==> src/rtl/assert_macros.svh <==
// ---------------------------------------------------------------------------
// assert_macros.svh
// Assertion macros shared by the divider RTL; empty under synthesis.
// ---------------------------------------------------------------------------
`ifndef ASSERT_MACROS_SVH
`define ASSERT_MACROS_SVH

`ifndef SYNTHESIS

// check on every clock edge outside reset
`define SDIV_ASSERT(lbl, clk, rstn, prop) \
	lbl: assert property (@(posedge clk) disable iff (!rstn) prop) \
	else $error("assertion failed: %m");

// check on every clock edge, reset included
`define SDIV_ASSERT_ALWAYS(lbl, clk, prop) \
	lbl: assert property (@(posedge clk) prop) \
	else $error("assertion failed: %m");

`else

`define SDIV_ASSERT(lbl, clk, rstn, prop)
`define SDIV_ASSERT_ALWAYS(lbl, clk, prop)

`endif

`endif

==> src/rtl/sdiv_pkg.sv <==
// ---------------------------------------------------------------------------
// sdiv_pkg
// Types and constants of the pipelined signed 32 by 16 divider.
// ---------------------------------------------------------------------------
`timescale 1ns / 1ps

package sdiv_pkg;

	// word geometry
	localparam int unsigned WORD_W      = 16;
	localparam int unsigned DVD_W       = 2 * WORD_W;
	// quotient bits resolved in one step stage, and the number of step stages
	localparam int unsigned STEPS_PER_STAGE = 4;
	localparam int unsigned STEP_STAGES     = WORD_W / STEPS_PER_STAGE;

	// magnitude of the most negative quotient that still fits
	localparam logic [WORD_W-1:0] Q_NEG_LIMIT = 16'h8000;

	// one request
	typedef struct packed {
		logic [WORD_W-1:0]        dividend_high;
		logic [WORD_W-1:0]        dividend_low;
		logic signed [WORD_W-1:0] divisor;
		logic                     negative_in;
		logic                     zero_in;
		logic                     carry_in;
	} req_t;

	// one result
	typedef struct packed {
		logic signed [WORD_W-1:0] quotient;
		logic signed [WORD_W-1:0] remainder;
		logic                     write_regs;
		logic                     negative_out;
		logic                     zero_out;
		logic                     overflow_out;
		logic                     carry_out;
	} rsp_t;

	// payload carried down the step stages
	typedef struct packed {
		logic [DVD_W-1:0]  rem;      // partial remainder magnitude
		logic [WORD_W-1:0] dmag;     // divisor magnitude
		logic [WORD_W-1:0] quo;      // quotient magnitude bits found so far
		logic              a_neg;    // dividend sign
		logic              d_neg;    // divisor sign
		logic              dz;       // divisor is zero
		logic              big;      // quotient magnitude at least 2^16
		logic              n_in;
		logic              z_in;
		logic              c_in;
	} stg_t;

endpackage

==> src/rtl/sdiv_prep.sv <==
// ---------------------------------------------------------------------------
// sdiv_prep
// First stage: operand magnitudes, zero divisor and early overflow check.
// ---------------------------------------------------------------------------
`timescale 1ns / 1ps

module sdiv_prep (
	input  logic               clk,
	input  logic               arst_n,
	input  logic               in_vld,
	input  sdiv_pkg::req_t     in_data,
	output logic               in_rdy,
	output logic               out_vld,
	output sdiv_pkg::stg_t     out_data,
	input  logic               out_rdy
);

	logic [sdiv_pkg::DVD_W-1:0]  dvd;
	logic [sdiv_pkg::DVD_W-1:0]  amag;
	logic [sdiv_pkg::WORD_W-1:0] dvs;
	logic [sdiv_pkg::WORD_W-1:0] dmag;
	sdiv_pkg::stg_t              nxt;
	logic                        vld_s1;
	sdiv_pkg::stg_t              stg_s1;

	// magnitudes of both operands
	always_comb begin
		dvd  = {in_data.dividend_high, in_data.dividend_low};
		amag = dvd[sdiv_pkg::DVD_W-1] ? (~dvd + 1'b1) : dvd;
		dvs  = in_data.divisor;
		dmag = dvs[sdiv_pkg::WORD_W-1] ? (~dvs + 1'b1) : dvs;
	end

	// early checks and initial partial remainder
	always_comb begin
		nxt       = '0;
		nxt.rem   = amag;
		nxt.dmag  = dmag;
		nxt.quo   = '0;
		nxt.a_neg = dvd[sdiv_pkg::DVD_W-1];
		nxt.d_neg = dvs[sdiv_pkg::WORD_W-1];
		nxt.dz    = (dmag == '0);
		// quotient needs more than 16 magnitude bits
		nxt.big   = ({1'b0, amag} >= {1'b0, dmag, {sdiv_pkg::WORD_W{1'b0}}});
		nxt.n_in  = in_data.negative_in;
		nxt.z_in  = in_data.zero_in;
		nxt.c_in  = in_data.carry_in;
	end

	assign in_rdy = !vld_s1 || out_rdy;

	// stage register, valid bit under reset
	always_ff @(posedge clk or negedge arst_n) begin
		if (!arst_n) begin
			vld_s1 <= 1'b0;
		end else if (in_rdy) begin
			vld_s1 <= in_vld;
		end
	end

	always_ff @(posedge clk) begin
		if (in_rdy && in_vld) begin
			stg_s1 <= nxt;
		end
	end

	assign out_vld  = vld_s1;
	assign out_data = stg_s1;

endmodule

==> src/rtl/sdiv_step.sv <==
// ---------------------------------------------------------------------------
// sdiv_step
// One step stage: STEPS_PER_STAGE restoring divide steps, then a register.
// ---------------------------------------------------------------------------
`timescale 1ns / 1ps

module sdiv_step #(
	parameter int unsigned TOP_BIT = 15
) (
	input  logic               clk,
	input  logic               arst_n,
	input  logic               in_vld,
	input  sdiv_pkg::stg_t     in_data,
	output logic               in_rdy,
	output logic               out_vld,
	output sdiv_pkg::stg_t     out_data,
	input  logic               out_rdy
);

	localparam int unsigned STEPS = sdiv_pkg::STEPS_PER_STAGE;
	localparam int unsigned WIN_W = sdiv_pkg::WORD_W + 1;

	sdiv_pkg::stg_t chain [STEPS+1];
	logic           vld_sn;
	sdiv_pkg::stg_t stg_sn;

	assign chain[0] = in_data;

	// restoring steps, quotient bit TOP_BIT downward
	for (genvar g = 0; g < STEPS; g++) begin : g_step
		localparam int unsigned B = TOP_BIT - g;
		logic [WIN_W-1:0] win;
		logic [WIN_W-1:0] dwin;
		sdiv_pkg::stg_t   nxt;

		always_comb begin
			nxt  = chain[g];
			win  = chain[g].rem[B +: WIN_W];
			dwin = {1'b0, chain[g].dmag};
			if (win >= dwin) begin
				nxt.rem[B +: WIN_W] = win - dwin;
				nxt.quo[B]          = 1'b1;
			end
		end

		assign chain[g+1] = nxt;
	end

	assign in_rdy = !vld_sn || out_rdy;

	// stage register
	always_ff @(posedge clk or negedge arst_n) begin
		if (!arst_n) begin
			vld_sn <= 1'b0;
		end else if (in_rdy) begin
			vld_sn <= in_vld;
		end
	end

	always_ff @(posedge clk) begin
		if (in_rdy && in_vld) begin
			stg_sn <= chain[STEPS];
		end
	end

	assign out_vld  = vld_sn;
	assign out_data = stg_sn;

endmodule

==> src/rtl/sdiv_fin.sv <==
// ---------------------------------------------------------------------------
// sdiv_fin
// Last stage: sign fix-up, range check, flags and the result register.
// ---------------------------------------------------------------------------
`timescale 1ns / 1ps

module sdiv_fin (
	input  logic               clk,
	input  logic               arst_n,
	input  logic               in_vld,
	input  sdiv_pkg::stg_t     in_data,
	output logic               in_rdy,
	output logic               out_vld,
	output sdiv_pkg::rsp_t     out_data,
	input  logic               out_stall
);

	logic [sdiv_pkg::WORD_W-1:0] qm;
	logic [sdiv_pkg::WORD_W-1:0] rm;
	logic                        q_neg;
	logic                        q_range;
	sdiv_pkg::rsp_t              nxt;
	logic                        vld_s6;
	sdiv_pkg::rsp_t              rsp_s6;

	// result signs and the 16-bit range check
	always_comb begin
		qm      = in_data.quo;
		rm      = in_data.rem[sdiv_pkg::WORD_W-1:0];
		q_neg   = in_data.a_neg ^ in_data.d_neg;
		q_range = q_neg ? (qm > sdiv_pkg::Q_NEG_LIMIT) : qm[sdiv_pkg::WORD_W-1];
	end

	// flags and register write
	always_comb begin
		nxt = '0;
		if (in_data.dz) begin
			nxt.negative_out = in_data.n_in;
			nxt.zero_out     = in_data.z_in;
			nxt.overflow_out = 1'b1;
			nxt.carry_out    = 1'b1;
		end else if (in_data.big || q_range) begin
			nxt.negative_out = q_neg;
			nxt.zero_out     = in_data.z_in;
			nxt.overflow_out = 1'b1;
			nxt.carry_out    = in_data.c_in;
		end else begin
			nxt.quotient     = q_neg ? (~qm + 1'b1) : qm;
			nxt.remainder    = in_data.a_neg ? (~rm + 1'b1) : rm;
			nxt.write_regs   = 1'b1;
			nxt.negative_out = q_neg && (qm != '0);
			nxt.zero_out     = (qm == '0);
		end
	end

	assign in_rdy = !vld_s6 || !out_stall;

	// result register
	always_ff @(posedge clk or negedge arst_n) begin
		if (!arst_n) begin
			vld_s6 <= 1'b0;
		end else if (in_rdy) begin
			vld_s6 <= in_vld;
		end
	end

	always_ff @(posedge clk) begin
		if (in_rdy && in_vld) begin
			rsp_s6 <= nxt;
		end
	end

	assign out_vld  = vld_s6;
	assign out_data = rsp_s6;

endmodule

==> src/rtl/signed_divide_32_by_16_flags_unit.sv <==
// ---------------------------------------------------------------------------
// signed_divide_32_by_16_flags_unit
// Pipelined signed 32 by 16 divide with N, Z, V and C flag results.
// ---------------------------------------------------------------------------
//
//  channel   valid       stall       payload
//  request   req_valid   req_stall   req (sdiv_pkg::req_t)
//  result    rsp_valid   rsp_stall   rsp (sdiv_pkg::rsp_t)
//
// one request per cycle while req_stall is low; each result passes, in order,
// operand prep, four stages of four restoring steps, flag and result stage.
// the sixteen quotient bits, four per stage, set the pipeline depth.
// reset clears only the stage valid bits.
// a stalled result holds the pipe back stage by stage; bubbles still close up.
`timescale 1ns / 1ps

`include "assert_macros.svh"

module signed_divide_32_by_16_flags_unit (
	input  logic            clk,
	input  logic            arst_n,
	input  logic            req_valid,
	output logic            req_stall,
	input  sdiv_pkg::req_t  req,
	output logic            rsp_valid,
	input  logic            rsp_stall,
	output sdiv_pkg::rsp_t  rsp
);

	localparam int unsigned NS = sdiv_pkg::STEP_STAGES;

	logic           prep_rdy;
	logic           vld  [NS+1];
	logic           rdy  [NS+1];
	sdiv_pkg::stg_t data [NS+1];

	// operand prep
	sdiv_prep u_prep (
		.clk      (clk),
		.arst_n   (arst_n),
		.in_vld   (req_valid),
		.in_data  (req),
		.in_rdy   (prep_rdy),
		.out_vld  (vld[0]),
		.out_data (data[0]),
		.out_rdy  (rdy[0])
	);

	assign req_stall = !prep_rdy;

	// quotient step stages
	for (genvar k = 0; k < NS; k++) begin : g_stage
		sdiv_step #(
			.TOP_BIT (sdiv_pkg::WORD_W - 1 - k * sdiv_pkg::STEPS_PER_STAGE)
		) u_step (
			.clk      (clk),
			.arst_n   (arst_n),
			.in_vld   (vld[k]),
			.in_data  (data[k]),
			.in_rdy   (rdy[k]),
			.out_vld  (vld[k+1]),
			.out_data (data[k+1]),
			.out_rdy  (rdy[k+1])
		);
	end

	// flags and result register
	sdiv_fin u_fin (
		.clk       (clk),
		.arst_n    (arst_n),
		.in_vld    (vld[NS]),
		.in_data   (data[NS]),
		.in_rdy    (rdy[NS]),
		.out_vld   (rsp_valid),
		.out_data  (rsp),
		.out_stall (rsp_stall)
	);

	// checks
	`SDIV_ASSERT(a_write_clears_vc, clk, arst_n, rsp_valid && rsp.write_regs |-> !rsp.overflow_out && !rsp.carry_out)
	`SDIV_ASSERT(a_v_iff_no_write, clk, arst_n, rsp_valid |-> rsp.overflow_out == !rsp.write_regs)
	`SDIV_ASSERT(a_no_write_zero, clk, arst_n, rsp_valid && !rsp.write_regs |-> rsp.quotient == 16'sd0 && rsp.remainder == 16'sd0)
	`SDIV_ASSERT_ALWAYS(a_reset_empty, clk, !arst_n |=> !rsp_valid)

endmodule
==> config.mk <==
export PLATFORM = sky130hd
export DESIGN_NAME = signed_divide_32_by_16_flags_unit
export DESIGN_NICKNAME = d
export VERILOG_FILES = /design/src/rtl/sdiv_pkg.sv /design/src/rtl/sdiv_prep.sv /design/src/rtl/sdiv_step.sv /design/src/rtl/sdiv_fin.sv /design/src/rtl/signed_divide_32_by_16_flags_unit.sv
export VERILOG_INCLUDE_DIRS = /design/src /design/src/rtl
export SDC_FILE = /design/constraint.sdc
export NUM_CORES = 1
export LEC_CHECK = 0
export BUFFER_PORTS_ARGS = -buffer_cell sky130_fd_sc_hd__buf_2
export CORE_MARGIN = 2
export CORE_UTILIZATION = 35
export CTS_BUF_LIST = sky130_fd_sc_hd__clkbuf_16
export DETAILED_ROUTE_END_ITERATION = 8
export PLACE_DENSITY_LB_ADDON = 0.12
export SLEW_MARGIN = 25
export SYNTH_ARGS = -nofsm -noshare
export SYNTH_HDL_FRONTEND = slang
export SYNTH_HIERARCHICAL = 1
export SYNTH_SLANG_ARGS = --single-unit
==> constraint.sdc <==
create_clock -name clk -period 30.1 [get_ports clk]
set_input_delay 1.505 -clock clk [delete_from_list [all_inputs] [get_ports clk]]
set_output_delay 1.505 -clock clk [all_outputs]
set_load 0.01 [all_outputs]
### Word-level counts from Yosys, hierarchy flattened

Cells that the tools add are included.

| storage, ports and cells | value |
|---|---|
| register bits after elaboration | 302 |
| bits of input ports | 55 |
| logic and storage cells | 170 |

| cells by class | value |
|---|---|
| $add $sub $neg | 20 |
| $lt $le $gt $ge | 18 |
| muxes and demuxes | 25 |
| bitwise gates (word level) | 5 |
| reduce and logical (&&, ||, !) cells | 26 |

Operators by type and width:

| cell | number |
|---|---|
| $mux W16 | 19 |
| $ge A17 B16 Y1 | 16 |
| $sub A16 B16 Y16 | 16 |
| $add A16 B1 Y16 const B | 3 |
| $not A16 Y16 | 3 |
| $add A32 B1 Y32 const B | 1 |
| $ge A32 B32 Y1 | 1 |
| $logic_not A16 Y1 | 2 |
| $mux W32 | 1 |
| $not A32 Y32 | 1 |
| $gt A16 B16 Y1 const B | 1 |
| $reduce_bool A16 Y1 | 1 |
| $logic_not A1 Y1 | 8 |
| $logic_and A1 B1 Y1 | 7 |
| $logic_or A1 B1 Y1 | 7 |
| $mux W2 | 2 |
| $mux W4 | 1 |
| $mux W1 | 2 |
| $reduce_or A2 Y1 | 1 |
| $xor A1 B1 Y1 | 1 |

### Longest topological paths before layout

Gate-level depths: netlist (run 1).

| depth | value |
|---|---|
| depth in word-level cells | 8 |
| mapped depth | 47 |
| gate-level depth less buffers | 43 |

### Cells and area by module

Netlist (run 1), hierarchy kept.

Modules (own cells, without submodules):

| module | times used | cells an instance | area each (µm²) |
|---|---|---|---|
| sdiv_step at g_stage[1].u_step | 1 | 613 | 6236.0 |
| sdiv_step at g_stage[0].u_step | 1 | 609 | 6134.6 |
| sdiv_step at g_stage[2].u_step | 1 | 631 | 6120.9 |
| sdiv_step at g_stage[3].u_step | 1 | 604 | 6037.0 |
| sdiv_prep | 1 | 315 | 3399.5 |
| sdiv_fin | 1 | 196 | 2119.5 |
| signed_divide_32_by_16_flags_unit | 1 | 1 | 3.8 |

### Least setup slack after synthesis (run 1)

No wires, ideal clock.

| timing path | value |
|---|---|
| path kind | register to register |
| start point | register u_prep.stg_s1, in the netlist u_prep/out_data[37] |
| end point | register g_stage[0].u_step.stg_sn, in the netlist g_stage[0].u_step/out_data[59] (data pin) |
| arrival | 10.301 ns |
| data required time | 29.840 ns |
| slack | 19.539 ns |
| stages on the path, launching flop included | 44 |
| buffers on the path | 5 |
| period minus slack after synthesis | 10.561 ns |
| path through | edfxtp_1 inv_1 ha_1 buf_2 a21o_1 a211oi_2 o41ai_4 nor2_2 clkbuf_1 nor2_1 a21oi_1 inv_1 ha_1 nor2b_1 o31a_1 o41a_1 o211ai_2 a31oi_1 [... 8 more ...] o21ai_0 nand2_1 a21oi_1 o21ai_0 and2_1 nor3_2 buf_2 mux2_2 ha_1 or4_1 o21ai_1 a311oi_1 and4_1 o31a_1 or3_1 a221oi_4 buf_6 mux2_4 |

RTL lines:

| element | line | source |
|---|---|---|
| from (decl) | sdiv_prep.sv:24 | `sdiv_pkg::stg_t stg_s1;` |
| from (signal assigned) | sdiv_prep.sv:63 | `stg_s1 <= nxt;` |
| to (signal assigned) | sdiv_step.sv:62 | `stg_sn <= chain[STEPS];` |
| to (decl) | sdiv_step.sv:25 | `sdiv_pkg::stg_t stg_sn;` |

==> impl_metrics.ini, run 1 <==
[global_routing]
grt_pass1_wl_mm = 119
grt_util_met3 = 0.0171
antenna_found_initial = 2
grt_busiest_layer = met2
grt.overflow.total = 0
grtUsageTotal = 0.184
grt_pass1_vias = 21100
gr-usage-met1 = 0.253
grt_max_degree = 60
use_met2 = 0.309

[floorplanning]
die_area_um2 = 81600
die_h_um = 286
dieWidth_um = 286
ios = 94
coreArea_um2 = 78700
rows = 103
start_util = 0.353

[routing]
drtIter0Drc = 1468
remaining_drc_errors = 0
vias_per_cell = 5.44
routed_wl_mm = 77.3
vias = 21800
firstDrtPassIters = 7
drtAntennaViolNets = 0
drt-wirelength-per-cell_um = 19.3

[sta]
fmax_mhz = 85.1
finalHoldViolations = 0
rsz0062_at_grt = false
relSlewSlack = 0.354
maxSlewViolCount = 0
tightest_slew_ns = 0.965
skew_ns = 0.0176
min_period_ns = 11.76
finalSetupTns_ns = 0
setup_viol = 0
min_period_over_period = 0.391

[clock_network]
hold_buffers = 0
path_clk_slew_ns = 0.06
clk_latency_ns = 0.56
cts-resized-gates = 0
h-tree-depth = 2
cts_buffer_depth = 3
numCtsBuffers = 41
clock_sinks = 326
cts_tree = done
post-cts-setup-buffers = 0
root_buffer = clkbuf_16

[final_layout]
nets = 3263
multiInputGateArea_um2 = 17000
seq_area_um2 = 9760
synthToLayoutAreaGrowth_pct = 10.8
n_fill_cell = 7736
drive_above_1_share = 0.131

[place]
dpl.hpwl_mm = 62.1
gp_congestion = 0.879
portBuffers = 93

[outcome]
status = complete, no violations

[run]
drv_cap = 0

[synth]
syn_area_um2 = 27800
synth.avg_cell_area_um2 = 9.86
synth_cells = 2817
synth_warnings = 6

[critical_path]
crit_type = reg -> reg
cp-end-kind = flip-flop
arrival_ns = 12.02
cpMaxStageDelayCell = nor4_1
crit_fanout = 25
cp_slowest_stage_delay_ns = 0.70
critical_path_required_ns = 30.36
start_kind = flip-flop

[min_path]
hp-class = reg -> reg
## metal layers
metal | vias up | part of all wire
li1 | 10700 | -
met1 | 10400 | 0.48
met2 | 539 | 0.46
met3 | 102 | 0.035
met4 | 0 | 0.025
met5 | - | 0
## final cells by class
cell class | instances | area share
Timing Repair Buffer | 113 | 0.0203
Clock inverter | 33 | 0.0104
Inverter | 184 | 0.0225
Multi-Input combinational cell | 2250 | 0.552
Tap cell | 1050 | 0.0427
Sequential cell | 326 | 0.317
Clock buffer | 42 | 0.0342
Antenna cell | 2 | 0.000163
## sequential cells by signal (all words and copies together), names as in the netlist
register,cells
g_stage.u_step/out_data,228
g_stage.u_step/out_vld,4
u_fin/out_data,37
u_fin/out_vld,1
u_prep/out_data,55
u_prep/out_vld,1
## worst max-delay path: cells and delay by family (launching register included)
family / cells / cell delay, ns
and+or+nand+nor: 11 / 2.78
buffers and inverters: 5 / 1.18
AOI/OAI and AO/OA: 20 / 5.39
DFF: 1 / 0.62
adders and majority gates: 4 / 1.42
## worst paths after layout
path	startpoint	to	slack (ns)	cells past startpoint
worst min register to register	g_stage[1].u_step/out_data[22]	g_stage[2].u_step/out_data[22]	0.42	0
worst min-delay path	g_stage[1].u_step/out_data[22]	g_stage[2].u_step/out_data[22]	0.42	0
min in group asynchronous	arst_n	u_prep/out_vld	0.77	1
worst max-delay path	g_stage[1].u_step/out_data[24]	g_stage[2].u_step/out_data[50]	18.34	40
worst max register to register	g_stage[1].u_step/out_data[24]	g_stage[2].u_step/out_data[50]	18.34	40
max in group asynchronous	arst_n	g_stage[3].u_step/out_vld	29.18	1
## per-stage QoR
step / setup slack [ns] / utilization / std cells / hold WS, ns / cell area [um^2]
after CTS: 18.26 / 0.390 / 3996 / 0.414 / 30700
after detailed placement: 18.30 / 0.373 / 3921 / 0.405 / 29400
final: 18.34 / 0.391 / 4000 / 0.417 / 30800
after global placement: 18.50 / 0.373 / 3921 / 0.401 / 29400
after floorplan: 19.60 / - / 2832 / 0.400 / 27800
after global routing: 17.37 / 0.390 / 3998 / 0.420 / 30700
## layout by cell type (no fill, tap or decap), types with 8 or more instances in the layout
cell       count
clkinv_2       8
and2_1        16
xor2_1        83
buf_4         18
mux2_4        28
nor4_1        20
ha_1         276
nor2b_1       33
or2_2         15
o21ai_0      168
edfxtp_1     320
o41ai_1       14
nor2_1       189
a211oi_1      20
xnor2_1      174
or3_1         14
a211o_1       10
o21a_1        38
o31ai_1       27
mux2i_1       23
a21o_1        77
conb_1        16
nand4_1       44
clkbuf_16     42
mux2_2       106
inv_1        190
a221o_1       10
nor3_1        46
or4_1          9
nand2b_1      69
a21oi_1      210
and3_1        25
nand3_1       51
o21bai_1      25
buf_2         93
nand2_1      182
fa_1          16
o31a_1         9
o211ai_1       8
a31oi_1       26
Power of run 1 is left out: the tool's default activity adds up to more than one toggle a clock period on the data nets, which glitch-free logic cannot reach.
==> run 2, diff against run 1 <==
clock period = 11.78 ns   (was 30.1 ns; I/O delays follow)
==> impl_metrics.ini, run 2 (synthesized netlist as in run 1, its figures left out) <==
[sta]
finalHoldViolations = 0
relSlewSlack = 0.325
fmax_mhz = 90.3
min_period_ns = 11.07
tightest_slew_ns = 1.01
fin_ws_ns = 0.711
maxSlewViolCount = 0
setup_viol = 0
min_period_over_period = 0.940
skew_ns = 0.0279

[clock_network]
cts_buffer_depth = 3
root_buffer = clkbuf_16
numCtsBuffers = 39
clk_latency_ns = 0.56
h-tree-depth = 2
clock_sinks = 326
cts_tree = done
path_clk_slew_ns = 0.06

[routing]
drtIter0Drc = 1531
drtAntennaViolNets = 0
remaining_drc_errors = 0
vias_per_cell = 5.42
vias = 21700
drt-wirelength-per-cell_um = 19.6
routed_wl_mm = 78.5
firstDrtPassIters = 6

[final_layout]
final_common_cell = edfxtp_1
nets = 3272
layout_common_cells = edfxtp_1, ha_1, a21oi_1
drive_above_1_share = 0.133
synthToLayoutAreaGrowth_pct = 10.9
largest_reg_flops = 228
post-route-util = 0.391

[place]
gp_congestion = 0.877
dp_slack_ns = 0.621
dpl.hpwl_mm = 62.9
portBuffers = 93

[critical_path]
cpMaxStageDelayCell = o41ai_1
cp_slowest_stage_delay_ns = 0.60
critical_path_buf_inv_count = 4
crit_top_cell = ha_1
critical-path-top-delay-family = compound AO/OA/AOI/OAI gates
crit_fanout = 20
critical_path_required_ns = 12.06
start_kind = flip-flop
cp-end-kind = flip-flop
arrival_ns = 11.35
crit_type = reg -> reg

[global_routing]
grt_max_degree = 68
grt_pass1_wl_mm = 120
grt.overflow.total = 0
grtUsageTotal = 0.188
grt_pass1_vias = 21000
antenna_found_initial = 1

[floorplanning]
coreArea_um2 = 78700
rows = 103
start_util = 0.353
dieWidth_um = 286
ios = 94
die_area_um2 = 81600
die_h_um = 286

[outcome]
status = complete, no violations

[run]
drv_cap = 0

[min_path]
hp-class = in -> reg
## run 2: cell types whose count changed in the layout (fill, tap and decap cells not counted), moves of 2 or more
| cell | before | now |
|---|---|---|
| buf_4 | 18 | 30 |
| clkinv_2 | 8 | 3 |
| clkbuf_16 | 42 | 39 |
| buf_6 | 2 | 0 |
| clkinv_1 | 7 | 9 |
| mux2i_1 | 23 | 21 |
| mux2i_2 | 0 | 2 |
## run 2: cell type report
cell class	count	area [um^2]
Fill cell	7695	48000
Multi-Input combinational cell	2250	17000
Sequential cell	326	9760
Tap cell	1050	1310
Clock buffer	39	976
Timing Repair Buffer	124	701
Inverter	184	691
Clock inverter	31	318
Antenna cell	1	2.50
## run 2: layer usage
layer	GRT usage	wire length [um]	vias to the layer above
met3	0.0230	3730	100
met4	0.0505	1860	0
met2	0.308	35800	525
li1	-	-	10700
met1	0.260	37100	10400
met5	0	0	-
## run 2: worst reg2reg max path: cells and delay by family (launching register included)
family / cells / cell delay (ns)
AO/OA/AOI/OAI: 22 / 5.46
AND/OR/NAND/NOR: 7 / 1.24
flip-flops: 1 / 0.51
multiplexers: 3 / 1.21
adder cells (fa/ha/maj): 4 / 1.46
buffers and inverters: 4 / 0.97
## run 2: worst paths after layout
path / to / start / slack [ns] / cells past startpoint
setup / recovery: g_stage[1].u_step/out_data[52] / g_stage[0].u_step/out_data[24] / 0.71 / 40
hold reg to reg: g_stage[1].u_step/out_data[46] / g_stage[0].u_step/out_data[46] / 0.41 / 0
min in group asynchronous: u_prep/out_vld / arst_n / 0.39 / 2
max in group asynchronous: g_stage[3].u_step/out_vld / arst_n / 11.24 / 2
setup reg to reg: g_stage[1].u_step/out_data[52] / g_stage[0].u_step/out_data[24] / 0.71 / 40
hold / removal: u_prep/out_data[0] / req[0] / 0.20 / 1
## run 2: stage by stage
stage	instances	hold slack [ns]	area [um^2]	TNS [ns]
final	4005	0.202	30800	0
after global routing	4004	0.176	30800	-0.00640
after CTS	4002	0.170	30700	0
after detailed placement	3931	0.405	29400	0
after global placement	3931	0.401	29400	0
after floorplan	2832	0.293	27800	0
## run 2: timing repair
item                                   CTS  global route
gates resized for setup                  0             6
endpoints found under the hold margin    6             0
hold buffers                             1             0
setup buffers                            0             2
setup endpoints to repair                0            32
Power of run 2 is left out for the same reason.
